$ cat src/assert_macros.svh
// Assertion macros shared by the hasher RTL.
`ifndef ASSERT_MACROS_SVH
`define ASSERT_MACROS_SVH
// Check an implication on every rising clock edge outside reset.
`define ASSERT_IMPL(label, clk, rst_n, ante, cons) \
  label: assert property (@(posedge clk) disable iff (!rst_n) (ante) |-> (cons)) \
    else $error("assertion failed");
// Check a condition in the cycle after an antecedent.
`define ASSERT_NEXT(label, clk, rst_n, ante, cons) \
  label: assert property (@(posedge clk) disable iff (!rst_n) (ante) |=> (cons)) \
    else $error("assertion failed");
`endif

$ cat src/shabs_pkg.sv
// Package with SHA-256 constants, types and round functions.
package shabs_pkg;
  localparam int unsigned BlockBytes = 64;
  localparam int unsigned LenPos = 56;
  localparam logic [7:0] PadByte = 8'h80;

  typedef enum logic [5:0] {
    StIdle  = 6'b000001,
    StLoad  = 6'b000010,
    StRound = 6'b000100,
    StAdd   = 6'b001000,
    StPad   = 6'b010000,
    StOut   = 6'b100000
  } state_e;

  // Controller to datapath commands.
  typedef struct packed {
    logic       write_byte;
    logic [7:0] wbyte;
    logic       count_inc;
    logic       round_init;
    logic       round_step;
    logic       chain_add;
    logic       clear_all;
    logic       out_shift;
  } cmd_t;

  // Datapath to controller status.
  typedef struct packed {
    logic [5:0]  fill;
    logic [5:0]  round;
    logic [63:0] bits;
  } stat_t;

  function automatic logic [31:0] round_k(input logic [5:0] i);
    logic [31:0] k [64];
    k = '{
      32'h428a2f98, 32'h71374491, 32'hb5c0fbcf, 32'he9b5dba5, 32'h3956c25b, 32'h59f111f1,
      32'h923f82a4, 32'hab1c5ed5, 32'hd807aa98, 32'h12835b01, 32'h243185be, 32'h550c7dc3,
      32'h72be5d74, 32'h80deb1fe, 32'h9bdc06a7, 32'hc19bf174, 32'he49b69c1, 32'hefbe4786,
      32'h0fc19dc6, 32'h240ca1cc, 32'h2de92c6f, 32'h4a7484aa, 32'h5cb0a9dc, 32'h76f988da,
      32'h983e5152, 32'ha831c66d, 32'hb00327c8, 32'hbf597fc7, 32'hc6e00bf3, 32'hd5a79147,
      32'h06ca6351, 32'h14292967, 32'h27b70a85, 32'h2e1b2138, 32'h4d2c6dfc, 32'h53380d13,
      32'h650a7354, 32'h766a0abb, 32'h81c2c92e, 32'h92722c85, 32'ha2bfe8a1, 32'ha81a664b,
      32'hc24b8b70, 32'hc76c51a3, 32'hd192e819, 32'hd6990624, 32'hf40e3585, 32'h106aa070,
      32'h19a4c116, 32'h1e376c08, 32'h2748774c, 32'h34b0bcb5, 32'h391c0cb3, 32'h4ed8aa4a,
      32'h5b9cca4f, 32'h682e6ff3, 32'h748f82ee, 32'h78a5636f, 32'h84c87814, 32'h8cc70208,
      32'h90befffa, 32'ha4506ceb, 32'hbef9a3f7, 32'hc67178f2};
    return k[i];
  endfunction

  function automatic logic [255:0] init_h();
    return {32'h6a09e667, 32'hbb67ae85, 32'h3c6ef372, 32'ha54ff53a,
            32'h510e527f, 32'h9b05688c, 32'h1f83d9ab, 32'h5be0cd19};
  endfunction

  function automatic logic [31:0] ror(input logic [31:0] x, input int unsigned s);
    return (x >> s) | (x << (32 - s));
  endfunction
endpackage

$ cat src/shabs_ctrl.sv
// Controller state machine for the byte-stream hasher.
module shabs_ctrl (
  input  logic              clk_i,
  input  logic              rst_ni,
  input  logic              in_valid_i,
  output logic              in_stall_o,
  input  logic              cmd_i,
  input  logic [7:0]        data_byte_i,
  output logic              out_valid_o,
  input  logic              out_stall_i,
  output logic [2:0]        word_index_o,
  output logic              last_word_o,
  input  shabs_pkg::stat_t  stat_i,
  output shabs_pkg::cmd_t   cmd_o
);
  shabs_pkg::state_e state_q, state_d;
  logic       fin_q, fin_d;
  logic       len_ok_q, len_ok_d;
  logic       done_q, done_d;
  logic [2:0] widx_q, widx_d;
  logic       acc;

  assign in_stall_o   = (state_q != shabs_pkg::StIdle);
  assign acc          = in_valid_i && !in_stall_o;
  assign out_valid_o  = (state_q == shabs_pkg::StOut);
  assign word_index_o = widx_q;
  assign last_word_o  = (widx_q == 3'd7);

  // Sequence byte loads, padding, rounds and digest output.
  always_comb begin
    state_d  = state_q;
    fin_d    = fin_q;
    len_ok_d = len_ok_q;
    done_d   = done_q;
    widx_d   = widx_q;
    cmd_o    = '0;
    case (state_q)
      shabs_pkg::StIdle: begin
        if (acc) begin
          cmd_o.write_byte = 1'b1;
          if (cmd_i) begin
            cmd_o.wbyte = shabs_pkg::PadByte;
            fin_d = 1'b1;
            // Length fits in this block only when the pad byte lands before it.
            len_ok_d = (stat_i.fill < 6'(shabs_pkg::LenPos));
            done_d = 1'b0;
          end else begin
            cmd_o.wbyte = data_byte_i;
            cmd_o.count_inc = 1'b1;
            fin_d = 1'b0;
          end
          state_d = shabs_pkg::StLoad;
        end
      end
      shabs_pkg::StLoad: begin
        if (stat_i.fill == 6'd0) begin
          cmd_o.round_init = 1'b1;
          state_d = shabs_pkg::StRound;
        end else if (fin_q) begin
          state_d = shabs_pkg::StPad;
        end else begin
          state_d = shabs_pkg::StIdle;
        end
      end
      shabs_pkg::StRound: begin
        cmd_o.round_step = 1'b1;
        if (stat_i.round == 6'd63) state_d = shabs_pkg::StAdd;
      end
      shabs_pkg::StAdd: begin
        cmd_o.chain_add = 1'b1;
        if (fin_q && done_q) begin
          widx_d  = 3'd0;
          state_d = shabs_pkg::StOut;
        end else if (fin_q) begin
          len_ok_d = 1'b1;
          state_d  = shabs_pkg::StPad;
        end else state_d = shabs_pkg::StIdle;
      end
      shabs_pkg::StPad: begin
        // Write zero up to the length field, then the length bytes.
        cmd_o.write_byte = 1'b1;
        if (!len_ok_q || stat_i.fill < 6'(shabs_pkg::LenPos)) cmd_o.wbyte = 8'h00;
        else cmd_o.wbyte = stat_i.bits[{3'(6'd63 - stat_i.fill), 3'b000} +: 8];
        state_d = shabs_pkg::StLoad;
        if (len_ok_q && stat_i.fill == 6'd63) done_d = 1'b1;
      end
      shabs_pkg::StOut: begin
        if (!out_stall_i) begin
          cmd_o.out_shift = 1'b1;
          widx_d = widx_q + 3'd1;
          if (widx_q == 3'd7) begin
            cmd_o.clear_all = 1'b1;
            fin_d    = 1'b0;
            len_ok_d = 1'b0;
            done_d   = 1'b0;
            state_d  = shabs_pkg::StIdle;
          end
        end
      end
      default: state_d = shabs_pkg::StIdle;
    endcase
  end

  always_ff @(posedge clk_i or negedge rst_ni) begin
    if (!rst_ni) begin
      state_q  <= shabs_pkg::StIdle;
      fin_q    <= 1'b0;
      len_ok_q <= 1'b0;
      done_q   <= 1'b0;
      widx_q   <= 3'd0;
    end else begin
      state_q  <= state_d;
      fin_q    <= fin_d;
      len_ok_q <= len_ok_d;
      done_q   <= done_d;
      widx_q   <= widx_d;
    end
  end
endmodule

$ cat src/shabs_datapath.sv
// Datapath: block store, schedule, round unit, chaining words and counters.
module shabs_datapath (
  input  logic              clk_i,
  input  logic              rst_ni,
  input  shabs_pkg::cmd_t   cmd_i,
  output shabs_pkg::stat_t  stat_o,
  output logic [31:0]       digest_word_o
);
  logic [31:0]  w_q [16];
  logic [31:0]  v_q [8];
  logic [255:0] h_q;
  logic [60:0]  cnt_q;
  logic [5:0]   fill_q, rnd_q;
  logic [31:0]  wnew, s0, s1, t1, t2, e, a;

  // Message schedule as a 16-word shift line.
  assign s0   = shabs_pkg::ror(w_q[1], 7) ^ shabs_pkg::ror(w_q[1], 18) ^ (w_q[1] >> 3);
  assign s1   = shabs_pkg::ror(w_q[14], 17) ^ shabs_pkg::ror(w_q[14], 19) ^ (w_q[14] >> 10);
  assign wnew = w_q[0] + s0 + w_q[9] + s1;
  assign e    = v_q[4];
  assign a    = v_q[0];
  assign t1   = v_q[7] + (shabs_pkg::ror(e, 6) ^ shabs_pkg::ror(e, 11) ^ shabs_pkg::ror(e, 25))
              + ((e & v_q[5]) ^ (~e & v_q[6])) + shabs_pkg::round_k(rnd_q) + w_q[0];
  assign t2   = (shabs_pkg::ror(a, 2) ^ shabs_pkg::ror(a, 13) ^ shabs_pkg::ror(a, 22))
              + ((a & v_q[1]) ^ (a & v_q[2]) ^ (v_q[1] & v_q[2]));

  assign stat_o.fill  = fill_q;
  assign stat_o.round = rnd_q;
  assign stat_o.bits  = {cnt_q, 3'b000};
  assign digest_word_o = h_q[255:224];

  // Load bytes into the schedule line; bytes shift in from the low end.
  always_ff @(posedge clk_i) begin
    if (cmd_i.write_byte) begin
      w_q[fill_q[5:2]] <= {w_q[fill_q[5:2]][23:0], cmd_i.wbyte};
    end else if (cmd_i.round_step) begin
      for (int i = 0; i < 15; i++) w_q[i] <= w_q[i + 1];
      w_q[15] <= wnew;
    end
    if (cmd_i.round_init) begin
      for (int i = 0; i < 8; i++) v_q[i] <= h_q[255 - 32 * i -: 32];
    end else if (cmd_i.round_step) begin
      v_q[7] <= v_q[6];
      v_q[6] <= v_q[5];
      v_q[5] <= v_q[4];
      v_q[4] <= v_q[3] + t1;
      v_q[3] <= v_q[2];
      v_q[2] <= v_q[1];
      v_q[1] <= v_q[0];
      v_q[0] <= t1 + t2;
    end
  end

  // Hold chaining words and counters.
  always_ff @(posedge clk_i or negedge rst_ni) begin
    if (!rst_ni) begin
      h_q    <= shabs_pkg::init_h();
      cnt_q  <= '0;
      fill_q <= '0;
      rnd_q  <= '0;
    end else begin
      if (cmd_i.clear_all) begin
        h_q    <= shabs_pkg::init_h();
        cnt_q  <= '0;
        fill_q <= '0;
      end else begin
        if (cmd_i.out_shift) h_q <= {h_q[223:0], h_q[255:224]};
        if (cmd_i.chain_add) begin
          for (int i = 0; i < 8; i++)
            h_q[255 - 32 * i -: 32] <= h_q[255 - 32 * i -: 32] + v_q[i];
        end
        if (cmd_i.write_byte) fill_q <= fill_q + 6'd1;
        if (cmd_i.count_inc) cnt_q <= cnt_q + 61'd1;
      end
      if (cmd_i.round_init) rnd_q <= '0;
      else if (cmd_i.round_step) rnd_q <= rnd_q + 6'd1;
    end
  end
endmodule

$ cat src/sha256_byte_stream_hasher_unit.sv
// Top level of the SHA-256 byte-stream hasher.
// Absorb item: the byte is written and checked in the load state; a full block then runs
// 64 rounds and the chaining add. Finish item: pad and length bytes go the same way, then
// eight digest words at one per cycle when not stalled.
// Reset (asynchronous, active low) restores the initial hash values and clears counts.
`include "assert_macros.svh"
module sha256_byte_stream_hasher_unit (
  input  logic        clk_i,
  input  logic        rst_ni,
  input  logic        in_valid_i,
  output logic        in_stall_o,
  input  logic        cmd_i,
  input  logic [7:0]  data_byte_i,
  output logic        out_valid_o,
  input  logic        out_stall_i,
  output logic [31:0] digest_word_o,
  output logic [2:0]  word_index_o,
  output logic        last_word_o
);
  shabs_pkg::cmd_t  cmd;
  shabs_pkg::stat_t stat;

  shabs_ctrl u_ctrl (
    .clk_i, .rst_ni, .in_valid_i, .in_stall_o, .cmd_i, .data_byte_i,
    .out_valid_o, .out_stall_i, .word_index_o, .last_word_o,
    .stat_i(stat), .cmd_o(cmd)
  );

  shabs_datapath u_dp (
    .clk_i, .rst_ni, .cmd_i(cmd), .stat_o(stat), .digest_word_o
  );

  `ASSERT_IMPL(no_in_during_out, clk_i, rst_ni, out_valid_o, in_stall_o)
  `ASSERT_NEXT(idx_adv, clk_i, rst_ni, out_valid_o && !out_stall_i && !last_word_o,
               out_valid_o)
endmodule

$ cat config.mk
export PLATFORM = sky130hd
export DESIGN_NAME = sha256_byte_stream_hasher_unit
export DESIGN_NICKNAME = d
export VERILOG_FILES = /design/src/shabs_pkg.sv /design/src/shabs_ctrl.sv /design/src/shabs_datapath.sv /design/src/sha256_byte_stream_hasher_unit.sv
export VERILOG_INCLUDE_DIRS = /design/src /design/src/src
export SDC_FILE = /design/constraint.sdc
export NUM_CORES = 2
export LEC_CHECK = 0
export ABC_AREA = 1
export BUFFER_PORTS_ARGS = -buffer_cell sky130_fd_sc_hd__buf_4
export CORE_MARGIN = 1.5
export CORE_UTILIZATION = 30
export DETAILED_ROUTE_END_ITERATION = 16
export PLACE_DENSITY = 0.53
export SLEW_MARGIN = 20
export SYNTH_ARGS = -nofsm -noshare
export SYNTH_HDL_FRONTEND = slang
export SYNTH_HIERARCHICAL = 1
export SYNTH_SLANG_ARGS = --single-unit
$ cat constraint.sdc
create_clock -name clk_i -period 8 [get_ports clk_i]
set_input_delay 1.6 -clock clk_i [delete_from_list [all_inputs] [get_ports clk_i]]
set_output_delay 1.6 -clock clk_i [all_outputs]
set_load 0.05 [all_outputs]
After elaboration in Yosys (flattened, before gate mapping)
Memories as Yosys holds them, arrays and structs flattened.
Cells that the tools add are included.
{ "classes": {"div_mod_pow": 0, "shift": 1, "muxes": 69, "bitwise": 36, "n_lt_le_gt_ge": 2, "addsub": 23, "mul": 0, "reduce_logical": 21, "eq_ne": 19} }
{ "ops": {"columns": ["operator", "count"], "rows": [
  ["$mux W256", 3],
  ["$add A32 B32 Y32", 18],
  ["$mux W32", 11],
  ["$xor A32 B32 Y32", 9],
  ["$and A32 B32 Y32", 5],
  ["$mux W61", 2],
  ["$shiftx A64 B7 Y8", 1],
  ["$add A61 B1 Y61 const B", 1],
  ["$mux W6", 10],
  ["$pmux W6 S6", 1],
  ["$not A32 Y32", 1],
  ["$or A10 B32 Y32", 1],
  ["$or A13 B32 Y32", 1],
  ["$or A14 B32 Y32", 1],
  ["$or A15 B32 Y32", 1],
  ["$or A19 B32 Y32", 1],
  ["$or A21 B32 Y32", 1],
  ["$or A25 B32 Y32", 1],
  ["$or A26 B32 Y32", 1],
  ["$or A30 B32 Y32", 1],
  ["$or A7 B32 Y32", 1],
  ["$reduce_or A32 Y1", 1],
  ["$xor A32 B22 Y32", 1],
  ["$xor A32 B29 Y32", 1],
  ["38 further kinds", 96]
]} }
{ "totals": {"mem_bits_ro": 2048, "ff_bits": 341, "word_cells": 183, "inputBits": 13, "ramBits": 768, "output_inout_bits": 38, "mem_count": 3, "latchBits": 0} }
{ "memory_table": {"columns": ["name", "words", "word_bits", "read_ports", "rd_clocked_by_memory_dff", "write_ports", "line", "source"], "rows": [
  ["(no name shown)", 64, 32, 1, 0, 0, "shabs_pkg.sv:49", "return k[i];"],
  ["u_dp.w_q", 16, 32, 17, 0, 16, "shabs_datapath.sv:9", "logic [31:0] w_q [16];"],
  ["u_dp.v_q", 8, 32, 8, 0, 8, "shabs_datapath.sv:10", "logic [31:0] v_q [8];"]
]} }

Longest topological paths before layout
An unclocked memory read counts as a cell.
{ "logic_depth": {"depth_word": 10, "depth_mapped": 45, "mapped_depth_nobuf": 44} }

Cells and area by module
Netlist, hierarchy kept.
{ "modules_own_cells": {"columns": ["mod", "area_per_inst_um2", "cells_each", "n_inst"], "rows": [
  ["shabs_datapath", 81395.6, 10294, 1],
  ["shabs_ctrl", 1495.2, 259, 1]
]} }

Worst setup path after synthesis
Ideal clock, no wire load.
{ "synth_timing": {"kind": "register to register", "from": "register u_dp.rnd_q[0]", "to": "memory u_dp.v_q[0][29] (data pin)", "path_slack_ps": 824, "stages_incl_launch_ff": 36, "setup_time_ps": 264, "required_ps": 7736, "path_buffers": 1, "arrival_time_ps": 6912, "cell_sequence": "dfrtp_1 > clkbuf_1 > inv_1 > ha_1 > nor2_1 > inv_1 > a21oi_1 > o21ai_0 > a31oi_1 > fa_1 > fa_1 > inv_1 > fa_1 > inv_1 > ha_1 > inv_1 > nor3_1 > nand2_1 > nand2_1 > a21oi_1 > o21ai_1 > a21oi_1 > xnor2_1 > inv_1 > fa_1 > inv_1 > ha_1 > a21oi_1 > nor2_1 > nor2_1 > o21ai_0 > a21oi_1 > nand2_1 > or2_2 > nand3_1 > o21ai_0"} }
{ "synth_lines": {"columns": ["item", "line", "source"], "rows": [
  ["from (decl)", "shabs_datapath.sv:13", "logic [5:0] fill_q, rnd_q;"],
  ["from (signal assigned)", "shabs_datapath.sv:76", "else if (cmd_i.round_step) rnd_q <= rnd_q + 6'd1;"],
  ["to (decl)", "shabs_datapath.sv:10", null]
]} }

==> results.cfg <==
[worst_setup_path]
worst-path-max-fanout = 9
critPathBufInv = 11
cp.arrival_ns = 8.31
startpoint = u_dp/rnd_q[1]$_DFFE_PN0P_
cp_top_family = adder cells
worst_r2r_endpoint = u_dp/v_q[0][27]$_DFFE_PP_
r2r-start = u_dp/rnd_q[1]$_DFFE_PN0P_
path_depth = 40
critPathCaptureType = flip-flop
setup.worst_path.start_class = flip-flop
critPathRequiredTime_ns = 8.56
worst_path_largest_cell_delay_ns = 0.52
crit_path_frequent_cell = sky130_fd_sc_hd__inv_1
setup.worst_path.class = reg2reg
critical-path-slowest-cell = sky130_fd_sc_hd__fa_1
worst_r2r_path_depth = 40
timing.reg2reg.setup_slack_ns = 0.25

[yosys]
synth-main-ff-cell = sky130_fd_sc_hd__edfxtp_1
netlist-cell-type-count = 75
synth_enable_flop_cells = 768
syn_area_um2 = 82890
post_synth_inst_count = 10550
ys_warn_count = 6
synth_seq_cells = 1109
synth-seq-area-share_pct = 38.32
synthArstFlopShare_pct = 30.75
synthesis.area_per_instance_um2 = 7.855

[clock_network]
numClockSinks = 1109
clkTransAtPathRegs_ns = 0.07
tritoncts = built
post_cts_buffers = 0
cts_inserted_buffers = 147
clk_root_buffer_cell = sky130_fd_sc_hd__clkbuf_16
clock_latency_ns = 0.87
cts.path.max_buffers = 4
htree_levels = 4

[finish]
finalNonFillerCells = 14450
finalNetCount = 11250
final_area_um2 = 94080
final_layout_size_suffix_gt1_share_pct = 8.783
area_growth_from_synthesis_to_final_layout_pct = 13.49

[floorplanning]
die_area_um2 = 279500
ioPinCount = 51
floorplan.die.width_um = 528.6
die_h_um = 528.6
core_um2 = 274100
initial_core_util_pct = 30.24
fp-row-count = 192

[min_path]
min_path_type = reg2reg
worst_hold_startpoint = u_ctrl/len_ok_q$_DFFE_PN0P_
worst_hold_path.num_cells = 2
hold_worst_path_end = u_ctrl/len_ok_q$_DFFE_PN0P_

[detailed_routing]
detailedRoute.firstIterationViolations = 8647
drt-wirelength-per-cell_um = 26.70
routed_via_density = 5.459
ant_nets = 0
wirelength_um = 385900
route.detailed.drc = 0
drt_pass1_iterations = 6
routed-via-count = 78890

[sta]
timing.final.hold_violations = 0
max_freq_ghz = 0.1291
layout_worst_path_cycle_share_pct = 96.85
maxSlewViolCount = 0
worst_pin_slew_ns = 1.123
worst_clk_skew_ns = 0.09480
relative_slew_margins_pct = 25.03
timing.final.ws_setup_ns = 0.2517
setup_violations = 0
post-route-min-period_ns = 7.748

[power_and_ir_drop]
p_sw_share_pct = 48.27
seq_power_share_pct = 17.7
comb_power_share_pct = 65.7
totalPowerFinal_w = 0.04169
clkPwrFrac_pct = 16.6
power_per_cell_area_nw_per_um2 = 443.2
net-switching-power_w = 0.02013
p_int_w = 0.02157
power.ir.vdd_worst_uv = 658.5
leakagePower_nw = 40.75

[placed_design]
dp_worst_setup_slack_ns = -0.2266
routabilityCongestion = 1.006
place.detailed.hpwl_um = 290100
dp.cells = 14180
place_area_um2 = 89010
place.port_buffers = 50

[grt]
gr-total-overflow = 0
grt_start_max_net_pins = 174
grt_usage_pct = 26.88
vias_in_the_first_global_route = 76050
grt_antenna_before_repair = 14
first_pass_grt_wire_length_um = 549600

[outcome]
outcome = finished clean

[run]
max_cap_violations = 0
[repair_timing]
action	4_1_cts	5_1_grt
hold buffers	0	0
pin swaps	0	4
endpoints found under the setup margin	2	25
resized for setup	2	49
[worst max path at each step]
| stage | end | slack (ns) |
|---|---|---|
| after floorplan | u_dp/v_q[0][29]$_DFFE_PP_ | 0.82 |
| after global placement | u_dp/v_q[0][27]$_DFFE_PP_ | -0.29 |
| after detailed placement | u_dp/v_q[0][27]$_DFFE_PP_ | -0.23 |
| after CTS | u_dp/v_q[0][27]$_DFFE_PP_ | 0.01 |
| after global routing | u_dp/v_q[0][21]$_DFFE_PP_ | -0.05 |
| final | u_dp/v_q[0][27]$_DFFE_PP_ | 0.25 |
[tightest hold or removal path, delay by kind of cell (launching register included)]
family / cells / cell delay (ns)
DFF: 1 / 0.34
and+or+nand+nor: 2 / 0.10
[layout make-up]
cell class,count,area [um^2]
clock buffers,190,4046
well taps,3686,4612
flip-flops and latches,1109,31770
multi-input cells,7575,44180
diodes,5,12.51
inverters,1385,5230
repair buffers,424,3398
fillers,28950,180000
clock inverters,77,827.0
[layer usage]
layer	vias up	share of wire [%]	global-route usage [%]
met2	3613	44	41.93
met4	2	4.5	10.69
met1	38940	44	37.21
met3	611	7.8	3.830
met5	-	0.0031	0
li1	35730	-	-
[state kept, by name (all words and copies together), names as in the netlist]
register and flops:
u_ctrl/state_q 6, u_ctrl/len_ok_q 1, u_dp/cnt_q 61, u_ctrl/fin_q 1, u_ctrl/word_index_o 3, u_dp/h_q 256
u_dp/v_q 256, u_dp/fill_q 6, u_dp/w_q 512, u_dp/rnd_q 6, u_ctrl/done_q 1
[logic make-up (layout without fill, tap and decap cells)]
group / Yosys count / after routing / share of synthesized area (%)
AND/OR/NAND/NOR: 4003 / 4003 / 19.96
buffers and inverters: 1871 / 2076 / 8.867
adder cells (fa/ha/maj): 594 / 594 / 10.73
XOR/XNOR: 397 / 397 / 4.195
AO/OA/AOI/OAI: 2571 / 2571 / 17.84
multiplexers: 7 / 7 / 0.08453
flip-flops: 1109 / 1109 / 38.32
other: 1 / 8 / 0.004524
[Yosys cell counts, types with 186 or more instances]
master                        n  area share (%)
sky130_fd_sc_hd__fa_1       195             4.7
sky130_fd_sc_hd__nor2_1     697             3.2
sky130_fd_sc_hd__xnor2_1    186             2.0
sky130_fd_sc_hd__dfrtp_1    204             6.2
sky130_fd_sc_hd__o21ai_0   1101             6.6
sky130_fd_sc_hd__inv_1     1375             6.2
sky130_fd_sc_hd__edfxtp_1   768              28
sky130_fd_sc_hd__nand2_1   2492              11
sky130_fd_sc_hd__ha_1       397             6.0
sky130_fd_sc_hd__clkbuf_1   333             1.5
sky130_fd_sc_hd__xor2_1     211             2.2
sky130_fd_sc_hd__nand3_1    442             2.7
sky130_fd_sc_hd__a21oi_1    745             4.5
[power by group through the flow]
stage                     Clock, W  Combinational (W)  Sequential [W]
after global placement           0             0.0265         0.00748
after CTS                  0.00705             0.0266         0.00737
after global routing       0.00723             0.0299         0.00739
after detailed placement         0             0.0265         0.00748
final                      0.00691             0.0274         0.00738
after floorplan                  0             0.0155         0.00729
[placed cells by master, fill, tap and decap left out, drive strengths merged, types with 76 or more instances in the layout]
master,instances
nor2,713
buf,424
a22oi,139
inv,1391
xnor2,186
nor3,107
nand4,128
ha,397
clkbuf,190
edfxtp,768
o221ai,118
nand3,448
xor2,211
o21ai,1125
nand2,2504
o21bai,76
dfrtp,204
dfstp,137
a21oi,745
fa,195
[stage by stage]
| step | util, % | TNS, ns | hold slack, ns |
|---|---|---|---|
| floorplan | - | 0 | 0.4412 |
| global placement | 32.47 | -0.3750 | 0.4584 |
| detailed placement | 32.47 | -0.2638 | 0.4634 |
| CTS | 34.25 | 0 | 0.4762 |
| global route | 34.32 | -0.04722 | 0.5017 |
| finish | 34.32 | 0 | 0.4768 |
No activity file was read; power rests on OpenSTA's default activity.
